File: config.mk
export PLATFORM = sky130hd
export DESIGN_NAME = quadratic_probe_hash_set_flat
export DESIGN_NICKNAME = d
export VERILOG_FILES = /design/src/rtl/qphs_pkg.sv /design/src/rtl/qphs_if.sv /design/src/rtl/quadratic_probe_hash_set.sv /design/src/rtl/qphs_ram.sv /design/src/rtl/qphs_addmod.sv /design/src/flat_wrapper.sv
export VERILOG_INCLUDE_DIRS = /design/src /design/src/rtl
export SDC_FILE = /design/constraint.sdc
export NUM_CORES = 1
export LEC_CHECK = 0
export ABC_AREA = 1
export BUFFER_PORTS_ARGS = -buffer_cell sky130_fd_sc_hd__buf_2
export CAP_MARGIN = 40
export CORE_AREA = 2 2 259 236
export DETAILED_ROUTE_END_ITERATION = 8
export DIE_AREA = 0 0 261 238
export GPL_TIMING_DRIVEN = 0
export PLACE_DENSITY_LB_ADDON = 0.08
export SYNTH_ARGS = -nofsm -noshare
export SYNTH_HDL_FRONTEND = slang
export SYNTH_HIERARCHICAL = 1
export SYNTH_SLANG_ARGS = --single-unit
File: constraint.sdc
create_clock -name clk_i -period 8.3 [get_ports clk_i]
set_clock_uncertainty 0.2 [all_clocks]
set_input_delay 2.49 -clock clk_i [delete_from_list [all_inputs] [get_ports clk_i]]
set_output_delay 2.49 -clock clk_i [all_outputs]
set_load 0.005 [all_outputs]
File: src/rtl/assert_macros.svh
// Assertion helpers shared by the RTL.
`ifndef ASSERT_MACROS_SVH
`define ASSERT_MACROS_SVH

`ifndef ASSERT_OFF

// Check that a condition holds at every clock edge outside reset.
`define ASSERT_ALWAYS(label, clk, rst_n, expr, msg) \
  label: assert property (@(posedge clk) disable iff (!rst_n) (expr)) else $error(msg);

// Check that a consequent holds in the same cycle as its antecedent.
`define ASSERT_IMPLIES(label, clk, rst_n, ante, cons, msg) \
  label: assert property (@(posedge clk) disable iff (!rst_n) (ante) |-> (cons)) else $error(msg);

// Check that a consequent holds in the cycle after its antecedent.
`define ASSERT_NEXT(label, clk, rst_n, ante, cons, msg) \
  label: assert property (@(posedge clk) disable iff (!rst_n) (ante) |=> (cons)) else $error(msg);

`else

`define ASSERT_ALWAYS(label, clk, rst_n, expr, msg)
`define ASSERT_IMPLIES(label, clk, rst_n, ante, cons, msg)
`define ASSERT_NEXT(label, clk, rst_n, ante, cons, msg)

`endif

`endif

File: src/rtl/qphs_pkg.sv
package qphs_pkg;

  localparam int KEY_W      = 31;
  localparam int STATUS_W   = 2;
  localparam int SLOT_IDX_W = 4;
  localparam int SIZE_W     = 5;

  localparam logic [SIZE_W-1:0] SIZE_RESET = 5'd11;
  localparam logic [SIZE_W-1:0] SIZE_MIN   = 5'd2;

  // request codes
  localparam logic REQ_INSERT = 1'b0;
  localparam logic REQ_DELETE = 1'b1;

  // result status codes
  localparam logic [STATUS_W-1:0] ST_INSERT_FREE      = 2'd0;
  localparam logic [STATUS_W-1:0] ST_INSERT_OVERWRITE = 2'd1;
  localparam logic [STATUS_W-1:0] ST_DELETED          = 2'd2;
  localparam logic [STATUS_W-1:0] ST_DELETE_MISS      = 2'd3;

endpackage

File: src/rtl/qphs_if.sv
interface qphs_req_if;
  logic                          valid;
  logic                          ready;
  logic                          req_type;
  logic [qphs_pkg::KEY_W-1:0]    key_value;

  modport source (output valid, output req_type, output key_value, input ready);
  modport sink   (input valid, input req_type, input key_value, output ready);
endinterface

interface qphs_rsp_if;
  logic                              valid;
  logic                              ready;
  logic [qphs_pkg::STATUS_W-1:0]     status;
  logic [qphs_pkg::SLOT_IDX_W-1:0]   slot_index;

  modport source (output valid, output status, output slot_index, input ready);
  modport sink   (input valid, input status, input slot_index, output ready);
endinterface

File: src/rtl/quadratic_probe_hash_set.sv
// Quadratic-probing hash set of 31-bit keys.
// req_i: valid/ready request channel, req_type 0 inserts key_value, 1 deletes it.
// rsp_o: valid/ready result channel, one transaction per request with status
//   (0 inserted free, 1 inserted by overwrite, 2 deleted, 3 delete miss) and
//   the slot written or cleared (0 on a miss).
// cfg_we_i/cfg_wdata_i write table_size (reset 11); write it only while idle.
// Each request is handled alone: req_i.ready is high only while the sequencer
// is idle. The home slot comes from a bit-serial remainder over the 31 key
// bits; each probe then runs a key RAM read (S_READ), then a compare and step
// (S_CHECK). The pace is set by the single add/compare/subtract unit that
// serves both the remainder and the probe steps.
// A stalled rsp_o holds its result in the output register; a following request
// waits at its next probe check without touching the table.
// Reset clears all slot flags, the sequencer and the output valid; the key RAM
// needs no clearing since a key is only compared when its in-use flag is set.
module quadratic_probe_hash_set #(
  parameter int TABLE_DEPTH = 16
) (
  input  logic                        clk_i,
  input  logic                        rst_ni,
  input  logic                        cfg_we_i,
  input  logic [qphs_pkg::SIZE_W-1:0] cfg_wdata_i,
  qphs_req_if.sink                    req_i,
  qphs_rsp_if.source                  rsp_o
);

`include "assert_macros.svh"

  // table_size is 5 bits, so no slot at or above 32 is ever reached
  localparam int SLOTS = (TABLE_DEPTH < 32) ? TABLE_DEPTH : 32;
  localparam int AW    = $clog2(SLOTS);
  localparam int SW    = qphs_pkg::SIZE_W;
  localparam int KW    = qphs_pkg::KEY_W;

  localparam logic [1:0] S_IDLE  = 2'd0;
  localparam logic [1:0] S_DIV   = 2'd1;
  localparam logic [1:0] S_READ  = 2'd2;
  localparam logic [1:0] S_CHECK = 2'd3;

  localparam logic [SW:0]   STEP_TWO = (SW+1)'(2);
  localparam logic [SW-1:0] DIV_LAST = SW'(KW - 1);

  logic [1:0]    state_q, state_d;
  logic [SW-1:0] size_q;
  logic [SW-1:0] n_eff;
  logic [SW-1:0] n_q, n_d;
  logic          op_q, op_d;
  logic [KW-1:0] key_q, key_d;
  logic [KW-1:0] key_sh_q, key_sh_d;
  logic [SW-1:0] cnt_q, cnt_d;     // divide step, then probe number
  logic [SW-1:0] p_q, p_d;         // remainder during divide, then probe slot
  logic [SW-1:0] pn_q, pn_d;       // next probe slot
  logic [SW-1:0] d_q, d_d;         // 2i+1 mod n
  logic [SLOTS-1:0] in_use_q, in_use_d;
  logic [SLOTS-1:0] ever_q, ever_d;

  logic                              rsp_valid_q, rsp_valid_d;
  logic [qphs_pkg::STATUS_W-1:0]     rsp_status_q, rsp_status_d;
  logic [qphs_pkg::SLOT_IDX_W-1:0]   rsp_slot_q, rsp_slot_d;

  logic [SW-1:0] alu_a;
  logic [SW:0]   alu_b;
  logic [SW-1:0] alu_sum;

  logic [AW-1:0] p_idx;
  logic [KW-1:0] ram_rdata;
  logic          ram_we;
  logic          ram_re;
  logic          out_free;
  logic          last_probe;
  logic          cur_in_use;
  logic          cur_ever;

  // clamp the configured size into 2 .. SLOTS
  always_comb begin
    if (size_q < qphs_pkg::SIZE_MIN) begin
      n_eff = qphs_pkg::SIZE_MIN;
    end else if (int'(size_q) > SLOTS) begin
      n_eff = SW'(SLOTS);
    end else begin
      n_eff = size_q;
    end
  end

  always_ff @(posedge clk_i or negedge rst_ni) begin
    if (!rst_ni) begin
      size_q <= qphs_pkg::SIZE_RESET;
    end else if (cfg_we_i) begin
      size_q <= cfg_wdata_i;
    end
  end

  assign p_idx      = p_q[AW-1:0];
  assign cur_in_use = in_use_q[p_idx];
  assign cur_ever   = ever_q[p_idx];
  assign last_probe = (cnt_q == n_q - SW'(1));
  assign out_free   = !rsp_valid_q || rsp_o.ready;
  assign ram_re     = (state_q == S_READ);

  // Shared unit: remainder steps while dividing, probe stepping afterwards.
  always_comb begin
    alu_a = p_q;
    alu_b = {1'b0, d_q};
    unique case (state_q)
      S_DIV: begin
        // r = 2r + bit mod n
        alu_a = p_q;
        alu_b = {1'b0, p_q} + {{SW{1'b0}}, key_sh_q[KW-1]};
      end
      S_READ: begin
        alu_a = p_q;
        alu_b = {1'b0, d_q};
      end
      S_CHECK: begin
        alu_a = d_q;
        alu_b = STEP_TWO;
      end
      default: begin
        alu_a = p_q;
        alu_b = {1'b0, d_q};
      end
    endcase
  end

  qphs_addmod u_addmod (
    .a_i   (alu_a),
    .b_i   (alu_b),
    .n_i   (n_q),
    .sum_o (alu_sum)
  );

  qphs_ram #(
    .WIDTH (KW),
    .DEPTH (SLOTS)
  ) u_key_ram (
    .clk_i   (clk_i),
    .we_i    (ram_we),
    .waddr_i (p_idx),
    .wdata_i (key_q),
    .re_i    (ram_re),
    .raddr_i (p_idx),
    .rdata_o (ram_rdata)
  );

  always_comb begin
    state_d      = state_q;
    n_d          = n_q;
    op_d         = op_q;
    key_d        = key_q;
    key_sh_d     = key_sh_q;
    cnt_d        = cnt_q;
    p_d          = p_q;
    pn_d         = pn_q;
    d_d          = d_q;
    in_use_d     = in_use_q;
    ever_d       = ever_q;
    ram_we       = 1'b0;
    rsp_valid_d  = rsp_valid_q && !rsp_o.ready;
    rsp_status_d = rsp_status_q;
    rsp_slot_d   = rsp_slot_q;

    unique case (state_q)
      S_IDLE: begin
        if (req_i.valid) begin
          n_d      = n_eff;
          op_d     = req_i.req_type;
          key_d    = req_i.key_value;
          key_sh_d = req_i.key_value;
          cnt_d    = '0;
          p_d      = '0;
          state_d  = S_DIV;
        end
      end
      S_DIV: begin
        p_d      = alu_sum;
        key_sh_d = key_sh_q << 1;
        cnt_d    = cnt_q + SW'(1);
        if (cnt_q == DIV_LAST) begin
          // p now holds the home slot; first step distance is 1
          cnt_d   = '0;
          d_d     = SW'(1);
          state_d = S_READ;
        end
      end
      S_READ: begin
        pn_d    = alu_sum;
        state_d = S_CHECK;
      end
      S_CHECK: begin
        // hold the whole step until the output register can take a result
        if (out_free) begin
          if (op_q == qphs_pkg::REQ_INSERT) begin
            if (!cur_in_use || last_probe) begin
              ram_we          = 1'b1;
              in_use_d[p_idx] = 1'b1;
              ever_d[p_idx]   = 1'b1;
              rsp_valid_d     = 1'b1;
              rsp_status_d    = cur_in_use ? qphs_pkg::ST_INSERT_OVERWRITE
                                           : qphs_pkg::ST_INSERT_FREE;
              rsp_slot_d      = p_q[qphs_pkg::SLOT_IDX_W-1:0];
              state_d         = S_IDLE;
            end else begin
              p_d     = pn_q;
              d_d     = alu_sum;
              cnt_d   = cnt_q + SW'(1);
              state_d = S_READ;
            end
          end else begin
            if (!cur_ever) begin
              rsp_valid_d  = 1'b1;
              rsp_status_d = qphs_pkg::ST_DELETE_MISS;
              rsp_slot_d   = '0;
              state_d      = S_IDLE;
            end else if (cur_in_use && (ram_rdata == key_q)) begin
              // keep the ever-used mark as a tombstone
              in_use_d[p_idx] = 1'b0;
              rsp_valid_d     = 1'b1;
              rsp_status_d    = qphs_pkg::ST_DELETED;
              rsp_slot_d      = p_q[qphs_pkg::SLOT_IDX_W-1:0];
              state_d         = S_IDLE;
            end else if (last_probe) begin
              rsp_valid_d  = 1'b1;
              rsp_status_d = qphs_pkg::ST_DELETE_MISS;
              rsp_slot_d   = '0;
              state_d      = S_IDLE;
            end else begin
              p_d     = pn_q;
              d_d     = alu_sum;
              cnt_d   = cnt_q + SW'(1);
              state_d = S_READ;
            end
          end
        end
      end
      default: begin
        state_d = S_IDLE;
      end
    endcase
  end

  always_ff @(posedge clk_i or negedge rst_ni) begin
    if (!rst_ni) begin
      state_q     <= S_IDLE;
      in_use_q    <= '0;
      ever_q      <= '0;
      rsp_valid_q <= 1'b0;
    end else begin
      state_q     <= state_d;
      in_use_q    <= in_use_d;
      ever_q      <= ever_d;
      rsp_valid_q <= rsp_valid_d;
    end
  end

  always_ff @(posedge clk_i) begin
    n_q          <= n_d;
    op_q         <= op_d;
    key_q        <= key_d;
    key_sh_q     <= key_sh_d;
    cnt_q        <= cnt_d;
    p_q          <= p_d;
    pn_q         <= pn_d;
    d_q          <= d_d;
    rsp_status_q <= rsp_status_d;
    rsp_slot_q   <= rsp_slot_d;
  end

  assign req_i.ready      = (state_q == S_IDLE);
  assign rsp_o.valid      = rsp_valid_q;
  assign rsp_o.status     = rsp_status_q;
  assign rsp_o.slot_index = rsp_slot_q;

  `ASSERT_ALWAYS(a_in_use_has_ever, clk_i, rst_ni, (in_use_q & ~ever_q) == '0,
    "slot in use without its ever-used mark")
  `ASSERT_IMPLIES(a_probe_in_range, clk_i, rst_ni,
    (state_q == S_READ) || (state_q == S_CHECK), (p_q < n_q) && (d_q < n_q),
    "probe slot or step outside the table")
  `ASSERT_IMPLIES(a_result_from_check, clk_i, rst_ni, $rose(rsp_valid_q),
    $past(state_q) == S_CHECK, "result raised outside the probe check")
  `ASSERT_NEXT(a_accept_starts_div, clk_i, rst_ni, req_i.valid && req_i.ready,
    state_q == S_DIV, "accepted request did not start the remainder")

endmodule

File: src/rtl/qphs_ram.sv
module qphs_ram #(
  parameter int WIDTH = 8,
  parameter int DEPTH = 16
) (
  input  logic                     clk_i,
  input  logic                     we_i,
  input  logic [$clog2(DEPTH)-1:0] waddr_i,
  input  logic [WIDTH-1:0]         wdata_i,
  input  logic                     re_i,
  input  logic [$clog2(DEPTH)-1:0] raddr_i,
  output logic [WIDTH-1:0]         rdata_o
);

  logic [WIDTH-1:0] mem_q [DEPTH];
  logic [WIDTH-1:0] rdata_q;

  always_ff @(posedge clk_i) begin
    if (we_i) begin
      mem_q[waddr_i] <= wdata_i;
    end
    if (re_i) begin
      rdata_q <= mem_q[raddr_i];
    end
  end

  assign rdata_o = rdata_q;

endmodule

File: src/rtl/qphs_addmod.sv
// Modular add: (a + b) mod n for a < n and a + b < 2n.
module qphs_addmod (
  input  logic [qphs_pkg::SIZE_W-1:0] a_i,
  input  logic [qphs_pkg::SIZE_W:0]   b_i,
  input  logic [qphs_pkg::SIZE_W-1:0] n_i,
  output logic [qphs_pkg::SIZE_W-1:0] sum_o
);

  logic [qphs_pkg::SIZE_W+1:0] sum;
  logic [qphs_pkg::SIZE_W+1:0] n_ext;

  always_comb begin
    sum   = {2'b00, a_i} + {1'b0, b_i};
    n_ext = {2'b00, n_i};
    if (sum >= n_ext) begin
      sum_o = qphs_pkg::SIZE_W'(sum - n_ext);
    end else begin
      sum_o = qphs_pkg::SIZE_W'(sum);
    end
  end

endmodule

File: src/flat_wrapper.sv
// flat-port wrapper written by rule: the top's interface ports become plain ports
module quadratic_probe_hash_set_flat 
#(
  parameter int TABLE_DEPTH = 16
)
  (clk_i, rst_ni, cfg_we_i, cfg_wdata_i, req_i_valid, req_i_req_type, req_i_key_value, req_i_ready, rsp_o_valid, rsp_o_status, rsp_o_slot_index, rsp_o_ready);
  qphs_req_if req_i_i ();
  qphs_rsp_if rsp_o_i ();
  input  logic clk_i;
  input  logic rst_ni;
  input  logic cfg_we_i;
  input  logic [qphs_pkg::SIZE_W-1:0] cfg_wdata_i;
  input wire logic [$bits(req_i_i.valid)-1:0] req_i_valid;
  input wire logic [$bits(req_i_i.req_type)-1:0] req_i_req_type;
  input wire logic [$bits(req_i_i.key_value)-1:0] req_i_key_value;
  output wire logic [$bits(req_i_i.ready)-1:0] req_i_ready;
  output wire logic [$bits(rsp_o_i.valid)-1:0] rsp_o_valid;
  output wire logic [$bits(rsp_o_i.status)-1:0] rsp_o_status;
  output wire logic [$bits(rsp_o_i.slot_index)-1:0] rsp_o_slot_index;
  input wire logic [$bits(rsp_o_i.ready)-1:0] rsp_o_ready;
  assign req_i_i.valid = req_i_valid;
  assign req_i_i.req_type = req_i_req_type;
  assign req_i_i.key_value = req_i_key_value;
  assign req_i_ready = req_i_i.ready;
  assign rsp_o_valid = rsp_o_i.valid;
  assign rsp_o_status = rsp_o_i.status;
  assign rsp_o_slot_index = rsp_o_i.slot_index;
  assign rsp_o_i.ready = rsp_o_ready;
  quadratic_probe_hash_set #(.TABLE_DEPTH(TABLE_DEPTH)) u_core (.clk_i(clk_i), .rst_ni(rst_ni), .cfg_we_i(cfg_we_i), .cfg_wdata_i(cfg_wdata_i), .req_i(req_i_i), .rsp_o(rsp_o_i));
endmodule
==> results.yml <==
cts:
  cts_resized: 0
  path_clk_slew_ps: 60
  clock_latency_ps: 620
  cts_sinks: 661
  cts_setup_buffers: 0
  numCtsBuffers: 70
  ctsHoldBuffers: 0
  cts_htree_levels: 3
  cts_root_buffer: "clkbuf_16"
  cts_buffer_depth: 3
  cts_tree: "done"
final_layout:
  final_area_sq_um: 33700
  fillerInstances: 5100
  drive_above_1_share: 0.102
  syn_to_final_growth_pct: 14.5
  instances_no_fill: 3894
  nets: 3111
placed_design:
  gp_congestion: 0.862
  dp_cells: 3763
  placed_area_sq_um: 31400
  pre_cts_slack_ps: 3230
  hpwlAfterDp_mm: 54.0
  port_buffers: 48
critical_path:
  crit_path_end_kind: "flop"
  startpoint_type: "flop"
  path_max_fanout: 10
  worstSetupPathType: "reg2reg"
  cp.required_ps: 8440
  cp.arrival_ps: 4660
floorplan:
  die_y_microns: 238
  ios: 50
  core_sq_um: 59300
  rows: 85
  die_area_sq_um: 62100
  die_w_microns: 261
  initial_core_util: 0.497
synthesis:
  syn_avg_cell_area_sq_um: 10.1
  async_flop_share: 0.0605
  synth_compound_gate_area_share: 0.00887
  synth_area_leaders: "edfxtp_1, nand2_1, nand3_1"
  syn_nets: 2963
  ys.flop_type: "edfxtp_1"
  syn_inst: 2904
  synth_edf_count: 621
  yosys.area_share.simple: 0.218
  ys_types: 38
  synth_warnings: 6
  yosysTopAreaCell: "edfxtp_1"
  synth_mux_area_frac: 0
  synth-adder-area-share: 0.00773
  synth_xor_area_frac: 0.00773
  yosysMostFrequentCell: "nand2_1"
  ys_ff_latch: 661
  synth_top_area_share: 0.633
  synth_top_family_by_area: "simple AND/OR/NAND/NOR gates"
  syn_area_sq_um: 29500
  seq_area_frac_synth: 0.667
  synth.top_cells.by_count: "nand2_1, edfxtp_1, inv_1, nand3_1, nor2_1"
routing:
  drt_iter0_markers: 2052
  routedWlPerCell_microns: 20.3
  postRouteAntennaNets: 0
  vias: 20428
  dr.pass1.iters: 5
  drc: 0
  via_per_inst: 5.25
  drt-total-wl_mm: 79.2
sta:
  grt_setup_unrepaired: "false"
  setup_viol: 0
  fin_setup_tns_ps: 0
  maxSlewViolCount: 0
  hold_viol: 0
  tightest_slew_ps: 935
  maxSlewHeadroom: 0.375
  setup_ws_ps: 3780
  fin_crit_ps: 4520
  max_freq_mhz: 221
  finalCritPeriodShare: 0.544
power:
  report.power.total_mw: 12.6
  ir_worst_vdd_mv: 0.360
  leakagePower_nw: 14.6
  p_per_area_nw_per_um2: 374
global_route:
  overflow: 0
  grt_start_max_net_pins: 32
  grt_use_total: 0.259
  grt_pass1_wl_mm: 118
  first_global_vias: 19537
  antenna_found_initial: 3
flow_run:
  drv_cap: 0
min_path:
  worstHoldPathType: "reg2reg"
run_status:
  status: "finished clean"
[final timing paths]
| kind | startpoint | to | slack [ps] | cells past startpoint |
|---|---|---|---|---|
| max | u_core/state_q[0] | u_core/p_q[2] | 3780 | 23 |
| min | u_core/ever_q[5] | u_core/ever_q[5] | 250 | 1 |
| max reg2reg | u_core/state_q[0] | u_core/p_q[2] | 3780 | 23 |
| min reg2reg | u_core/ever_q[5] | u_core/ever_q[5] | 250 | 1 |
| max in group asynchronous | rst_ni | u_core/size_q[1] | 5680 | 2 |
| min in group asynchronous | rst_ni | async pin | 1640 | 1 |
[worst max-delay path, cell delays in order (launching register included)]
cell	delay, ps
dfrtp_1	350
buf_2	190
inv_1	210
nor2_1	140
buf_4	190
inv_1	90
clkbuf_1	400
nor2_1	80
a21oi_1	180
inv_1	90
fa_1	420
nand3b_1	170
nand2_1	110
xnor2_1	120
inv_1	80
ha_1	320
a21oi_1	200
nand2_2	90
nor2_4	190
nand2_4	80
nand2_1	70
nand2_1	90
inv_1	90
o21ai_0	90
[layout by cell type, fill, tap and decap left out, drive strengths merged]
cell type  Yosys  routed
nand4          9       9
nor4           1       1
nand3b         3       3
ha            15      15
o21a           1       1
clkinvlp       0       4
fa             2       2
buf          105     181
nand3        410     410
nor3b          1       1
bufinv         0      10
nor3           1       1
dfrtp         37      37
xnor2         11      11
o22ai          3       3
clkinv         2      33
nor2         113     113
dfstp          3       3
clkbuf        19      99
a21o           3       3
inv          489     493
xor2          15      15
edfxtp       621     621
a21oi         13      13
nand2        999     999
o21ai         28      28
diode          0       2
[report_power, final]
| part | switching [mW] | internal (mW) | leakage (nW) |
|---|---|---|---|
| logic | 3.34 | 1.52 | 7.38 |
| clock network | 1.32 | 1.88 | 1.13 |
| registers | 0.271 | 4.30 | 6.10 |
[stage by stage]
stage | hold slack (ps) | utilization
after floorplan | 222 | -
after global placement | 235 | 0.517
after detailed placement | 242 | 0.529
after CTS | 257 | 0.569
after global routing | 277 | 0.569
final | 254 | 0.569
[state kept, by name, summed over array words and instances, names as in the netlist, 5 cells and up, named ones only]
register and cells:
u_core/key_sh_q 31, u_core/p_q 5, u_core/n_q 5, u_core/d_q 5, u_core/pn_q 5, u_core/key_q 31, u_core/u_key_ram/rdata_o 31, u_core/ever_q 16
u_core/cnt_q 5, u_core/u_key_ram/mem_q 496, u_core/size_q 5
[cell families after synthesis]
group,after synthesis
compound gates,48
buf+inv,615
simple gates,1537
fa+ha+maj,17
xor+xnor,26
flops,661
[layer usage]
layer	track usage	part of all wire	vias to the layer above
met1	0.371	0.44	9831
met4	0.0918	0.034	0
li1	-	-	9641
met2	0.403	0.45	781
met3	0.0409	0.073	175
met5	0	0	-
[layout make-up]
type	count	area [sq um]	share of cell area
antenna	2	5.00	0.000148
buffer	124	836	0.0248
clock buffer	80	1790	0.0530
clock inverter	49	549	0.0163
inverter	491	1850	0.0548
multi-input combinational	1628	7270	0.216
sequential	661	19700	0.582
tap	783	980	0.0290
timing repair buffer	76	806	0.0239
Power figures use the tool's default switching activity.
